[src/design/dqmt_pkg.sv]
// Types and codes shared by the dedup queue cells and the top level.
// No dependencies.
package dqmt_pkg;

  // command codes
  localparam logic CMD_PUT = 1'b0;
  localparam logic CMD_GET = 1'b1;

  // status codes
  localparam logic [1:0] ST_OK    = 2'd0;
  localparam logic [1:0] ST_EMPTY = 2'd1;
  localparam logic [1:0] ST_FULL  = 2'd2;

  // input word
  typedef struct packed {
    logic        cmd;
    logic [31:0] item_in;
  } in_t;

  // result word
  typedef struct packed {
    logic [1:0]  status;
    logic [31:0] item_out;
    logic        is_empty;
    logic [4:0]  fill_count;
  } out_t;

  // broadcast from the top level to every cell
  typedef struct packed {
    logic        en;       // an accepted word changes the queue this cycle
    logic        put;
    logic        get;
    logic        any_hit;  // some occupied cell matches the item
    logic [31:0] item;
  } cell_ctrl_t;

endpackage

[src/design/dqmt_cell.sv]
// One storage cell of the dedup queue: holds a slot, compares it with the
// new item, and shifts toward the head. Depends on dqmt_pkg.
module dqmt_cell
  import dqmt_pkg::*;
(
  input  logic        clk,
  input  cell_ctrl_t  ctrl,
  input  logic        occ,        // this cell holds a queued item
  input  logic        sel_last,   // this cell is the current tail
  input  logic        sel_free,   // this cell is the first free slot
  input  logic [31:0] slot_next,  // value of the neighbor toward the tail
  input  logic        hit_in,     // a match at some cell nearer the head
  output logic        hit_out,
  output logic [31:0] slot_out
);

  logic [31:0] slot_r;
  logic [31:0] slot_nxt;
  logic        hit_le;
  logic        shift;
  logic        load;

  // match chain: hit_le is set from the matching cell onward
  assign hit_le  = hit_in | (occ && (slot_r == ctrl.item));
  assign hit_out = hit_le;

  // get shifts every cell; a duplicate put closes the gap behind the match
  assign shift = ctrl.get | (ctrl.put & hit_le);
  // the item lands on the tail for a duplicate, else on the first free slot
  assign load  = ctrl.put & (ctrl.any_hit ? sel_last : sel_free);

  always_comb begin
    slot_nxt = slot_r;
    if (load) begin
      slot_nxt = ctrl.item;
    end else if (shift) begin
      slot_nxt = slot_next;
    end
  end

  always_ff @(posedge clk) begin
    if (ctrl.en) begin
      slot_r <= slot_nxt;
    end
  end

  assign slot_out = slot_r;

endmodule

[src/design/dedup_queue_move_to_tail_top.sv]
// Top level of the dedup queue: a row of DEPTH cells, the item count and
// the result register. Depends on dqmt_pkg and dqmt_cell.
//
// Usage:
//   in_*  channel: one word per command (put item_in, or get the head).
//   out_* channel: exactly one result word per command, in order, with
//   status, the removed item (zero unless a get succeeds), the empty flag
//   and the count after the command.
//   A duplicate put moves the matching entry to the tail; a new item on a
//   full queue fails with ST_FULL and leaves the queue unchanged.
// Timing:
//   The result word is registered. Throughput is one command per cycle
//   with out_ready high: all cells compare against the item at once and
//   shift together in the cycle of acceptance; the result register frees
//   in the cycle it is taken, so commands flow back to back.
// Reset and stall:
//   Reset empties the queue and drops any pending result; slot contents
//   are not cleared. While out_ready is low with a result pending,
//   in_ready is low and the queue holds its state.
module dedup_queue_move_to_tail_top
  import dqmt_pkg::*;
#(
  parameter int DEPTH = 16
)
(
  input  logic clk,
  input  logic rst_n,
  input  logic in_valid,
  output logic in_ready,
  input  in_t  in_data,
  output logic out_valid,
  input  logic out_ready,
  output out_t out_data
);

  localparam int CW = $clog2(DEPTH + 1);

  logic [CW-1:0] count_r;
  logic [CW-1:0] count_nxt;
  logic          out_valid_r;
  logic          out_valid_nxt;
  out_t          out_r;
  out_t          out_nxt;

  cell_ctrl_t    ctrl;
  logic          accept;
  logic          any_hit;
  logic          full;
  logic [DEPTH:0]  hit_chain;
  logic [31:0]     slot_val [DEPTH+1];

  assign in_ready = !out_valid_r || out_ready;
  assign accept   = in_valid && in_ready;
  assign full     = (count_r == CW'(DEPTH));
  assign any_hit  = hit_chain[DEPTH];

  // broadcast to the cells
  assign ctrl.en      = accept && !(in_data.cmd == CMD_PUT && !any_hit && full)
                               && !(in_data.cmd == CMD_GET && count_r == '0);
  assign ctrl.put     = (in_data.cmd == CMD_PUT);
  assign ctrl.get     = (in_data.cmd == CMD_GET);
  assign ctrl.any_hit = any_hit;
  assign ctrl.item    = in_data.item_in;

  assign hit_chain[0]    = 1'b0;
  assign slot_val[DEPTH] = '0;

  // cell row, slot 0 is the head
  for (genvar k = 0; k < DEPTH; k++) begin : g_cell
    dqmt_cell u_cell (
      .clk       (clk),
      .ctrl      (ctrl),
      .occ       (count_r > CW'(k)),
      .sel_last  (count_r == CW'(k + 1)),
      .sel_free  (count_r == CW'(k)),
      .slot_next (slot_val[k+1]),
      .hit_in    (hit_chain[k]),
      .hit_out   (hit_chain[k+1]),
      .slot_out  (slot_val[k])
    );
  end

  // count and result word
  always_comb begin
    count_nxt  = count_r;
    out_nxt    = out_r;
    out_valid_nxt = out_valid_r;
    if (out_ready) begin
      out_valid_nxt = 1'b0;
    end
    if (accept) begin
      out_valid_nxt   = 1'b1;
      out_nxt.status  = ST_OK;
      out_nxt.item_out = '0;
      if (ctrl.put) begin
        if (!any_hit) begin
          if (full) begin
            out_nxt.status = ST_FULL;
          end else begin
            count_nxt = count_r + 1'b1;
          end
        end
      end else begin
        if (count_r == '0) begin
          out_nxt.status = ST_EMPTY;
        end else begin
          out_nxt.item_out = slot_val[0];
          count_nxt = count_r - 1'b1;
        end
      end
      out_nxt.is_empty   = (count_nxt == '0);
      out_nxt.fill_count = 5'(count_nxt);
    end
  end

  always_ff @(posedge clk) begin
    if (!rst_n) begin
      count_r     <= '0;
      out_valid_r <= 1'b0;
    end else begin
      count_r     <= count_nxt;
      out_valid_r <= out_valid_nxt;
    end
  end

  always_ff @(posedge clk) begin
    out_r <= out_nxt;
  end

  assign out_valid = out_valid_r;
  assign out_data  = out_r;

endmodule

[config.mk]
export PLATFORM = sky130hd
export DESIGN_NAME = dedup_queue_move_to_tail_top
export DESIGN_NICKNAME = d
export VERILOG_FILES = /design/src/design/dqmt_pkg.sv /design/src/design/dqmt_cell.sv /design/src/design/dedup_queue_move_to_tail_top.sv
export SDC_FILE = /design/constraint.sdc
export NUM_CORES = 1
export LEC_CHECK = 0
export BUFFER_PORTS_ARGS = -buffer_cell sky130_fd_sc_hd__buf_2
export CAP_MARGIN = 20
export CORE_MARGIN = 4
export CORE_UTILIZATION = 50
export DETAILED_ROUTE_END_ITERATION = 8
export GPL_TIMING_DRIVEN = 0
export HOLD_SLACK_MARGIN = 0.05
export PLACE_DENSITY = 0.69
export SLEW_MARGIN = 5
export SYNTH_ARGS = -nofsm -noshare
export SYNTH_HDL_FRONTEND = slang
export SYNTH_SLANG_ARGS = --single-unit
[constraint.sdc]
create_clock -name clk -period 6.3 [get_ports clk]
set_input_delay 1.89 -clock clk [delete_from_list [all_inputs] [get_ports clk]]
set_output_delay 1.89 -clock clk [all_outputs]
set_load 0.02 [all_outputs]
==> results.rst, run 1 <==
.. list-table::
   :header-rows: 1

   * - Metric
     - Value
   * - Remaining max-slew budget at the tightest pin
     - 27.7%
   * - Number of antenna violations at the first check in global routing
     - 3
   * - Largest net degree at the start of global routing
     - 37
   * - Number of nets still failing antenna checks after routing
     - 0
   * - Int Power
     - 6.98 mW
   * - Max Clock Freq
     - between 0.15 and 0.2 GHz
   * - Die footprint
     - approximately 0.066 mm²
   * - Number of nets in the layout
     - 2400
   * - Share of final-layout standard cells stronger than drive strength 1
     - between 30% and 40%
   * - Multiplexer area fraction after synthesis
     - between 10% and 20%
   * - Average instance area after synthesis
     - around 14 µm²
   * - Later-pin clock latency in the skew report
     - around 0.64 ns
   * - Overall routed net length
     - 96500 µm
   * - Post-Synth Adder-Cell Area
     - 0.241%
   * - XOR/XNOR share of the synthesized area
     - between 10 and 15%
   * - Vert. Die Dim
     - 257 µm
   * - RSZ-0062 raised after global routing
     - false
   * - Fraction of the cycle the final worst path needs
     - 97.9%
   * - Hold Fails Final Rpt
     - 0
   * - Row cnt
     - 91
   * - Clock Tree Buf Depth
     - 3
   * - CP required
     - between 6 and 7 ns
   * - Number of distinct library cell variants in the gate-level netlist after synthesis
     - 67
   * - Number of buffers inserted during clock tree synthesis
     - between 60 and 70
   * - Crit path DAT
     - 6.50 ns
   * - Fin worst setup slack
     - between 0.1 and 0.15 ns
   * - Cell Area, Synth
     - 0.0311 mm²
   * - Accumulated negative setup slack
     - 0 ns
   * - Library cell occupying the most area in the post-synthesis netlist
     - edfxtp_1
   * - Combinational cell fraction of total power
     - 15.3%
   * - Count of final max-slew check failures
     - 0
   * - Share of synthesized area occupied by flip-flops and latches
     - 53.7%
   * - Compound-Gate Fraction of Synth Area
     - between 1.5 and 2%
   * - Avg Vias per Cell
     - between 5 and 6
   * - Total Power
     - 9.54 mW
   * - Post-synth top area share
     - 53.3%
   * - Clk root buf
     - clkbuf_16
   * - P per Cell Area
     - roughly 270 mW/mm²
   * - Most frequent cells in the layout
     - edfxtp_1, xnor2_1, mux2_2, xor2_1, buf_2
   * - Most area-consuming cells after synthesis
     - edfxtp_1, mux2_2, xnor2_1
   * - Via total after detailed routing
     - about 19000
   * - CTS tree
     - built
   * - Count of TritonRoute iterations in the first routing pass
     - 5
   * - Number of H-tree branching levels
     - 2
   * - Share of total power consumed by net switching
     - 26.9%
   * - Net switching power figure
     - 2.56 mW
   * - Final Wtd Congestion
     - 1.07
   * - Number of enable-type register cells in the synthesized netlist
     - 552
   * - Core Region
     - slightly above 0.06 mm²
   * - Wire length of the first global-routing pass
     - between 100000 and 150000 µm
   * - Ports
     - 79
   * - Tightest Pin Transition
     - 1.08 ns
   * - Layout overhead on the synthesized area
     - 12.0%
   * - Total global routing track utilization
     - ~29%
   * - Worst setup SP type
     - input pin
   * - Number of flip-flops and latches in the synthesized netlist
     - 558
   * - Post-DP Area
     - 0.0327 mm²
   * - Sequential power share
     - 47.5%
   * - Async set-reset flop share out of synthesis
     - 0%
   * - Worst setup slack before clock tree synthesis
     - -1.46 ns
   * - Capturing element type of the critical path
     - flop
   * - Leakage power
     - 11.8 nW
   * - Clock skew after layout
     - 0.0292 ns
   * - Die outline width
     - 257 µm
   * - Post-detail-place hpwl
     - 77800 µm
   * - GRT Residual Overflow
     - 0
   * - Run status
     - complete, no violations
   * - Critical Path Fanout Max
     - 27
   * - Path class of the lowest-slack min-delay path
     - reg -> reg
   * - Final Cell Area
     - 0.0348 mm²
   * - Wire per inst
     - 29.7 µm
   * - Yosys warnings
     - 0
   * - Most used DFF post-synth
     - edfxtp_1
   * - Simple-gate portion of the synthesized area
     - 7.42%
   * - Final critical-path required period
     - 6.17 ns
   * - Number of instances in the synthesized netlist
     - 2231
   * - Clock share of power
     - 37.3%
   * - Crit Path Category
     - in -> reg
   * - Number of remaining DRC errors
     - 0
   * - Initial cell density of the core
     - 50.5%
   * - Number of violations reported at the end of detailed-routing iteration 0
     - 1766
   * - Total nets after synthesis
     - 2274
   * - Dominant combinational cell family by area after synthesis
     - multiplexers
   * - Count of final setup violators
     - 0
   * - Most common cell after layout, fill and taps aside
     - edfxtp_1
   * - Worst ir drop on vdd
     - 0.000247 V
   * - Number of global-route vias before repair
     - 19200
   * - Reg clk slew, reported paths
     - ~0.06 ns
   * - Hold bufs inserted after CTS
     - 0
   * - Clk sink count
     - roughly 560
   * - IO Port Bufs
     - 46
   * - Maxcap violations
     - 0
==> kinds of logic (layout without fill, tap and decap cells) <==
family                     Yosys count  in the layout
other                                0              1
and+or+nand+nor                    382            387
muxes                              492            492
DFF                                558            558
AOI/OAI and AO/OA                   72             72
adders and majority gates            6              6
buffers and inverters              210            380
xor gates and xnor gates           511            511
==> critical path: stages <==
cell and delay, ns:
buf_2 0.18, buf_4 0.24, xnor2_1 0.47, nand4_1 0.16, nor4_1 0.61, nand3_1 0.22
o2111ai_2 0.29, a2111oi_4 0.08, buf_4 0.21, nand2_1 0.27, nor2_1 0.16, or3_2 0.66
clkbuf_8 0.38, a31oi_4 0.35, buf_12 0.24
==> cells in the mapped netlist, drive strengths merged, types with 3 or more instances <==
cell	instances
edfxtp	552
buf	145
xnor2	314
nand2b	4
o21a	4
a211oi	3
nor3	28
mux2i	11
or4	5
nand2	34
or3b	4
xor2	197
mux2	481
nand4	100
dfxtp	6
a21oi	16
a2111oi	3
inv	11
and2	32
o21ai	19
nor4	67
clkbuf	54
and3	34
nand3	16
o21ba	5
or3	7
nor2	37
a31oi	5
a41oi	3
ha	6
nand3b	3
==> power by group through the flow <==
stage	clock [mW]	sequential, mW	combinational [mW]
3_5_place_dp	0	4.61	1.41
5_1_grt	3.74	4.55	1.52
3_3_place_gp	0	4.61	1.36
4_1_cts	3.59	4.53	1.44
2_1_floorplan	0	4.62	0.867
6_report	3.55	4.53	1.46
==> stage by stage <==
| stage | cells | hold WS [ns] | utilization [%] |
|---|---|---|---|
| after global routing | 3243 | 0.593 | 56.5 |
| final | 3244 | 0.545 | 56.5 |
| after global placement | 3114 | 0.507 | 52.6 |
| after CTS | 3241 | 0.546 | 56.5 |
| after floorplan | 2231 | 0.550 | - |
| after detailed placement | 3123 | 0.533 | 53.1 |
==> path summary, 6_finish.rpt <==
path	slack (ns)	from	depth (start not counted)	endpoint
setup / recovery	0.13	in_data[7]	15	g_cell[14].u_cell.slot_out[26]
setup reg to reg	0.37	count_r[1]	16	g_cell[14].u_cell.slot_out[26]
hold / removal	0.54	out_valid	2	out_valid
hold reg to reg	0.54	out_valid	2	out_valid
==> registers in the layout, summed over array words and instances (netlist names) <==
| name | flops |
|---|---|
| out_data | 40 |
| g_cell.u_cell.slot_out | 512 |
| out_valid | 1 |
| count_r | 5 |
==> layout make-up <==
type | instances | area, µm²
fillers | 4856 | 26800
flip-flops and latches | 558 | 16700
multi-input cells | 1468 | 13500
clock buffers | 72 | 1570
plain buffers | 198 | 1110
well taps | 837 | 1050
repair buffers | 59 | 440
clock inverters | 40 | 385
inverters | 11 | 41.3
diodes | 1 | 2.50
==> repair_timing <==
action	in CTS	in global routing
gates resized for setup	15	10
buffers inserted	2	2
gates cloned	5	0
pin swaps	6	3
endpoints found under the setup margin	452	400
==> layer usage <==
metal,GRT usage [%],share of wire [%]
met1,34.2,38
met3,3.27,5.4
met4,15.9,6.6
met2,50.5,50
met5,0,0
No activity file was read; power rests on OpenSTA's default activity.
==> run 2, diff against run 1 <==
--- a/config.mk
+++ b/config.mk
@@ -12,7 +12,7 @@
 export DETAILED_ROUTE_END_ITERATION = 8
 export GPL_TIMING_DRIVEN = 0
 export HOLD_SLACK_MARGIN = 0.05
-export PLACE_DENSITY = 0.69
+export PLACE_DENSITY = 0.66
 export SLEW_MARGIN = 5
 export SYNTH_ARGS = -nofsm -noshare
 export SYNTH_HDL_FRONTEND = slang
==> constraint.sdc (replaced) <==
create_clock -name clk -period 7 [get_ports clk]
set_input_delay 2.1 -clock clk [delete_from_list [all_inputs] [get_ports clk]]
set_output_delay 2.1 -clock clk [all_outputs]
set_load 0.02 [all_outputs]
==> run 2 against run 1 <==
Effect of this change: wire length is 1.7% higher; die area stayed put; worst setup slack worse by 0.033 ns; utilization is 0.26 points lower; critical path depth is 1 lower; largest power group unchanged; highest routed layer unchanged.
==> results.rst, run 2 (synthesized netlist as in run 1, its figures left out) <==
.. list-table::
   :header-rows: 1

   * - Metric
     - Value
   * - Run status
     - complete, no violations (unchanged)
   * - Final Wtd Congestion
     - 1.08 (was 1.07)
   * - IO Port Bufs
     - 46 (unchanged)
   * - Critical Path Fanout Max
     - 20 (was 27)
   * - Clk root buf
     - clkbuf_16 (unchanged)
   * - Worst ir drop on vdd
     - 0.000219 V (was 0.000247 V)
   * - Via total after detailed routing
     - 18700 (was 18900)
   * - CTS tree
     - built (unchanged)
   * - Worst setup SP type
     - input pin (unchanged)
   * - Area of the multi-input gates
     - 0.0134 mm² (was 0.0135 mm²)
   * - Capturing point of the worst reg2reg path
     - g_cell[14].u_cell.slot_out[30] (was g_cell[14].u_cell.slot_out[26])
   * - Startpoint of the most critical register-to-register path
     - count_r[1] (unchanged)
   * - Net switching power figure
     - 2.35 mW (was 2.56 mW)
   * - Footprint of the flip-flops and latches
     - 0.0167 mm² (unchanged)
   * - Final core area utilization
     - 56.3% (was 56.5%)
   * - Length in cells of the worst reg-to-reg path
     - 15 (was 16)
   * - Wire length of the first global-routing pass
     - 137000 µm (was 135000 µm)
   * - Overall routed net length
     - 98200 µm (was 96500 µm)
   * - Path class of the lowest-slack min-delay path
     - reg -> reg (unchanged)
   * - Max Clock Freq
     - 0.145 GHz
   * - Fraction of the cycle the final worst path needs
     - 98.6%
   * - Maxcap violations
     - 0 (unchanged)
   * - Crit path DAT
     - 7.31 ns (was 6.50 ns)
   * - Final Cell Area
     - 0.0347 mm² (was 0.0348 mm²)
   * - Avg Vias per Cell
     - 5.77 (was 5.84)
   * - Worst setup path start
     - in_data[25] (was in_data[7])
   * - Worst setup path endpoint
     - g_cell[14].u_cell.slot_out[30] (was g_cell[14].u_cell.slot_out[26])
   * - Largest net degree at the start of global routing
     - 38 (was 37)
   * - Count of TritonRoute iterations in the first routing pass
     - 5 (unchanged)
   * - Routing usage on met3
     - 3.53% (was 3.27%)
   * - Clk sink count
     - 558 (unchanged)
   * - GRT Residual Overflow
     - 0 (unchanged)
   * - Number of placed instances, taps included
     - 3123 (unchanged)
   * - Die footprint
     - 0.0663 mm² (unchanged)
   * - Tightest Pin Transition
     - 1.13 ns (was 1.08 ns)
   * - Count of final setup violators
     - 0 (unchanged)
   * - Total Power
     - 8.49 mW (was 9.54 mW)
   * - Post-Layout Cell Count
     - 3238 (was 3244)
   * - Leakage power
     - 11.7 nW (was 11.8 nW)
   * - Remaining max-slew budget at the tightest pin
     - 24.7% (was 27.7%)
   * - Ports
     - 79 (unchanged)
   * - Most common cell after layout, fill and taps aside
     - edfxtp_1 (unchanged)
   * - Later-pin clock latency in the skew report
     - 0.66 ns (was 0.64 ns)
   * - Share of total power consumed by net switching
     - 27.7% (was 26.9%)
   * - Die outline width
     - 257 µm (unchanged)
   * - Clock skew after layout
     - 0.0273 ns (was 0.0292 ns)
   * - Share of final-layout standard cells stronger than drive strength 1
     - 30.3% (was 31.2%)
   * - Crit Path Category
     - in -> reg (unchanged)
   * - Fin worst setup slack
     - 0.100 ns (was 0.133 ns)
   * - Vert. Die Dim
     - 257 µm (unchanged)
   * - Flip-flop count of the largest register, all copies and words added
     - 512 (unchanged)
   * - Clock share of power
     - 36.3% (was 37.3%)
   * - Capturing element type of the critical path
     - flop (unchanged)
   * - Reg clk slew, reported paths
     - 0.06 ns (about the same)
   * - Total global routing track utilization
     - 29.2% (was 28.6%)
   * - Int Power
     - 6.14 mW (was 6.98 mW)
   * - CP required
     - 7.41 ns (was 6.64 ns)
   * - Met2 routing resource usage after global routing
     - 48.9% (was 50.5%)
   * - Layout overhead on the synthesized area
     - 11.4% (was 12.0%)
   * - Row cnt
     - 91 (unchanged)
   * - Number of nets still failing antenna checks after routing
     - 0 (unchanged)
   * - Wire per inst
     - 30.3 µm (was 29.7 µm)
   * - Number of antenna violations at the first check in global routing
     - 1 (was 3)
   * - Number of global-route vias before repair
     - 19100 (was 19200)
   * - Combinational cell fraction of total power
     - 15.6% (was 15.3%)
   * - Core Region
     - 0.0616 mm² (unchanged)
   * - P per Cell Area
     - 245 mW/mm² (was 274 mW/mm²)
   * - Hold bufs inserted after CTS
     - 0 (unchanged)
   * - Number of nets in the layout
     - 2391 (was 2400)
   * - Post-detail-place hpwl
     - 80400 µm (was 77800 µm)
   * - Final critical-path required period
     - 6.90 ns
   * - Initial cell density of the core
     - 50.5% (unchanged)
   * - Clock Tree Buf Depth
     - 3 (unchanged)
   * - Worst setup slack before clock tree synthesis
     - -0.822 ns (was -1.46 ns)
   * - Number of H-tree branching levels
     - 2 (unchanged)
   * - Number of violations reported at the end of detailed-routing iteration 0
     - 1497 (was 1766)
   * - Met1 usage in global routing
     - 34.6% (was 34.2%)
   * - Sequential power share
     - 48.0% (was 47.5%)
   * - Hold Fails Final Rpt
     - 0 (unchanged)
   * - RSZ-0062 raised after global routing
     - false (unchanged)
   * - Register-to-register path setup slack
     - 0.45 ns (was 0.37 ns)
   * - Number of buffers inserted during clock tree synthesis
     - 61 (unchanged)
   * - Layer carrying the most global-route usage
     - met2 (unchanged)
   * - Number of remaining DRC errors
     - 0 (unchanged)
   * - Count of final max-slew check failures
     - 0 (unchanged)
   * - Most frequent cells in the layout
     - edfxtp_1, xnor2_1, mux2_2, xor2_1, buf_2 (unchanged)
   * - Post-DP Area
     - 0.0328 mm² (was 0.0327 mm²)
   * - Total of fill cells in the finished design
     - 4925 (was 4856)
==> run 2: layout make-up <==
class                   count  share of cell area [%]
repair buffers             55                    1.36
clock buffers              73                    4.53
multi-input cells        1463                    38.8
clock inverters            38                   0.848
well taps                 837                    3.02
plain buffers             198                    3.17
diodes                      5                  0.0361
flip-flops and latches    558                    48.2
inverters                  11                   0.119
==> run 2: worst min-delay path by stage <==
stage	startpoint	end	cells after the start
after floorplan	g_cell[15].u_cell.slot_out[29]	g_cell[14].u_cell.slot_out[29]	1
after global placement	out_valid	out_valid	2
after detailed placement	out_valid	out_valid	2
after CTS	out_valid	out_valid	2
after global routing	g_cell[3].u_cell.slot_out[10]	g_cell[2].u_cell.slot_out[10]	1
final	out_valid	out_valid	2
==> run 2: routing by layer <==
metal	vias up	share of wire (%)
met4	0	9.1
met3	252	4.2
met1	9316	39
li1	8463	-
met5	-	0
met2	663	48
==> run 2: power by group through the flow <==
stage | clock (mW) | combinational [mW] | sequential (mW)
final | 3.09 | 1.33 | 4.08
after global routing | 3.26 | 1.39 | 4.10
after CTS | 3.12 | 1.32 | 4.08
after detailed placement | 0 | 1.31 | 4.15
after global placement | 0 | 1.26 | 4.15
after floorplan | 0 | 0.780 | 4.16
==> run 2: timing repair <==
action	in CTS	in global routing
resized for setup	2	2
buffers inserted	0	0
pin swaps	4	1
setup endpoints to repair	212	279
==> run 2: per-stage QoR <==
step / TNS [ns] / hold slack [ns]
after floorplan: 0 / 0.550
after global placement: -890.47 / 0.505
after detailed placement: -280.58 / 0.531
after CTS: 0 / 0.539
after global routing: 0 / 0.593
final: 0 / 0.539
==> run 2: critical path, stage by stage <==
cell and delay (ns):
buf_2 0.20, buf_4 0.29, buf_2 0.36, xor2_1 0.41, nor4_1 0.08, nand4_1 0.20
o211ai_1 0.33, a2111oi_4 0.76, nand2_1 0.42, nor2_1 0.38, or3_1 0.66, clkbuf_4 0.56
a31oi_4 0.19, buf_16 0.28
==> run 3, diff against run 2 <==
--- a/config.mk
+++ b/config.mk
@@ -10,7 +10,6 @@
 export CORE_MARGIN = 4
 export CORE_UTILIZATION = 50
 export DETAILED_ROUTE_END_ITERATION = 8
-export GPL_TIMING_DRIVEN = 0
 export HOLD_SLACK_MARGIN = 0.05
 export PLACE_DENSITY = 0.66
 export SLEW_MARGIN = 5
==> run 3 against run 2 <==
Effect of this change: highest routed layer is now met5; power grew 1.6%; global-route usage fell by 2.6 points; critical path type unchanged; clock power increased by 7.1%; worst setup slack improved by 1.1 ns; register-to-register slack improved by 1.2 ns; critical endpoint is now g_cell[5].u_cell.slot_out[0]; first-iteration DRC count grew 36%; cell count fell by 2.3%.
==> results.rst, run 3 (synthesized netlist as in run 1, its figures left out) <==
.. list-table::
   :header-rows: 1

   * - Metric
     - Value
   * - Resized Gates After CTS
     - 0 (was 2)
   * - Fraction of the cycle the final worst path needs
     - 82.7% (was 98.6%)
   * - Row cnt
     - 91 (unchanged)
   * - Ports
     - 79 (unchanged)
   * - Remaining max-slew budget at the tightest pin
     - 31.6% (was 24.7%)
   * - Clock Tree Buf Depth
     - 3 (unchanged)
   * - Clk sink count
     - 558 (unchanged)
   * - Path class of the lowest-slack min-delay path
     - reg -> reg (unchanged)
   * - Run status
     - complete, no violations (unchanged)
   * - Worst setup SP type
     - input pin (unchanged)
   * - Count of final setup violators
     - 0 (unchanged)
   * - Most common cell after layout, fill and taps aside
     - edfxtp_1 (unchanged)
   * - Largest net degree at the start of global routing
     - 50 (was 38)
   * - Worst setup slack before clock tree synthesis
     - 0.608 ns (was -0.822 ns)
   * - GRT Residual Overflow
     - 0 (unchanged)
   * - Final Wtd Congestion
     - 0.995 (was 1.08)
   * - Most frequent cells in the layout
     - edfxtp_1, xnor2_1, mux2_2, xor2_1, nand4_1 (was edfxtp_1, xnor2_1, mux2_2, xor2_1, buf_2)
   * - Die footprint
     - 0.0663 mm² (unchanged)
   * - Wire length of the first global-routing pass
     - 131000 µm (was 137000 µm)
   * - Number of remaining DRC errors
     - 0 (unchanged)
   * - Crit path DAT
     - 6.16 ns (was 7.31 ns)
   * - RSZ-0062 raised after global routing
     - false (unchanged)
   * - Accumulated negative setup slack
     - 0 ns (unchanged)
   * - Maxcap violations
     - 0 (unchanged)
   * - Flip-flop count of the largest register, all copies and words added
     - 512 (unchanged)
   * - Count of final max-slew check failures
     - 0 (unchanged)
   * - Number of global-route vias before repair
     - 19200 (was 19100)
   * - Clk root buf
     - clkbuf_16 (unchanged)
   * - Final critical-path required period
     - 5.79 ns (was 6.90 ns)
   * - Post-detail-place hpwl
     - 63600 µm (was 80400 µm)
   * - Via total after detailed routing
     - 18800 (was 18700)
   * - Buffers inserted by post-CTS timing repair
     - 0 (unchanged)
   * - Later-pin clock latency in the skew report
     - 0.64 ns (was 0.66 ns)
   * - Vert. Die Dim
     - 257 µm (unchanged)
   * - Tightest Pin Transition
     - 1.03 ns (was 1.13 ns)
   * - Total Power
     - 8.63 mW (was 8.49 mW)
   * - Avg Vias per Cell
     - 5.94 (was 5.77)
   * - Crit Path Category
     - in -> reg (unchanged)
   * - Register-to-register path setup slack
     - 1.60 ns (was 0.45 ns)
   * - Critical Path Fanout Max
     - 25 (was 20)
   * - Overall routed net length
     - 89300 µm (was 98200 µm)
   * - Capturing element type of the critical path
     - flop (unchanged)
   * - Layout overhead on the synthesized area
     - 11.7% (was 11.4%)
   * - Wire per inst
     - 28.2 µm (was 30.3 µm)
   * - Clock skew after layout
     - 0.0266 ns (was 0.0273 ns)
   * - Number of antenna violations at the first check in global routing
     - 3 (was 1)
   * - Die outline width
     - 257 µm (unchanged)
   * - Number of nets in the layout
     - 2316 (was 2391)
   * - Core Region
     - 0.0616 mm² (unchanged)
   * - IO Port Bufs
     - 78 (was 46)
   * - Number of buffers inserted during clock tree synthesis
     - 60 (was 61)
   * - Share of final-layout standard cells stronger than drive strength 1
     - 31.1% (was 30.3%)
   * - Number of H-tree branching levels
     - 2 (unchanged)
   * - Final core area utilization
     - 56.4% (was 56.3%)
   * - P per Cell Area
     - 248 mW/mm² (was 245 mW/mm²)
   * - Count of TritonRoute iterations in the first routing pass
     - 7 (was 5)
   * - Max Clock Freq
     - 0.173 GHz (was 0.145 GHz)
   * - Hold Fails Final Rpt
     - 0 (unchanged)
   * - Leakage power
     - 11.7 nW (about the same)
   * - Length in cells of the worst reg-to-reg path
     - 13 (was 15)
   * - Number of violations reported at the end of detailed-routing iteration 0
     - 2030 (was 1497)
   * - Cell depth of the worst hold path
     - 2 (unchanged)
   * - Worst ir drop on vdd
     - 0.000194 V (was 0.000219 V)
   * - Initial cell density of the core
     - 50.5% (unchanged)
   * - Hold bufs inserted after CTS
     - 0 (unchanged)
   * - Number of nets still failing antenna checks after routing
     - 0 (unchanged)
   * - CTS tree
     - built (unchanged)
   * - Total global routing track utilization
     - 26.6% (was 29.2%)
   * - Reg clk slew, reported paths
     - 0.07 ns (was 0.06 ns)
   * - CP required
     - 7.37 ns (was 7.41 ns)
   * - Fin worst setup slack
     - 1.21 ns (was 0.100 ns)
==> run 3: cell types whose count changed in the layout (fill, tap and decap cells not counted), sizes merged <==
cell,delta
diode,-4
bufinv,+7
clkbuf,-62
clkinvlp,+4
buf,-21
==> run 3: worst max-delay path, stage by stage <==
cell	delay, ns
buf_2	0.61
xor2_1	0.17
nor4_1	0.54
nand4_1	0.12
or4_1	0.46
o211ai_1	0.43
a2111oi_4	0.17
nand2_4	0.26
mux2i_2	0.17
nor3_4	0.42
buf_12	0.26
mux2_2	0.35
==> run 3: final cells by class <==
cell class	instances	area (µm²)
clock inverter	49	518
antenna	1	2.50
inverter	11	41.3
multi-input combinational	1463	13400
timing repair buffer	179	1510
tap	837	1050
sequential	558	16700
clock buffer	64	1520
fill	4929	26800
==> run 3: report_power, final <==
| group | switching [mW] | leakage, nW | internal [mW] |
|---|---|---|---|
| Sequential | 0.183 | 5.18 | 3.96 |
| Combinational | 0.694 | 5.51 | 0.488 |
| Clock | 1.37 | 0.993 | 1.94 |
==> run 3: path summary, 6_finish.rpt <==
check	start	end
setup reg to reg	count_r[1]	g_cell[5].u_cell.slot_out[0]
setup / recovery	in_data[20]	g_cell[5].u_cell.slot_out[0]
hold reg to reg	out_valid	out_valid
hold / removal	out_valid	out_valid
==> run 3: through the flow <==
step / instances / area (µm²) / hold slack, ns
2_1_floorplan: 2231 / 31100 / 0.550
3_3_place_gp: 3048 / 32700 / 0.511
3_5_place_dp: 3048 / 32700 / 0.546
4_1_cts: 3161 / 34800 / 0.553
5_1_grt: 3161 / 34800 / 0.607
6_report: 3162 / 34800 / 0.548
==> run 3: per-layer routing <==
| layer | share of wire, % | track usage (%) |
|---|---|---|
| met3 | 6.8 | 3.96 |
| met2 | 50 | 46.1 |
| met4 | 3.4 | 8.33 |
| met5 | 0.012 | 0 |
| met1 | 40 | 34.7 |
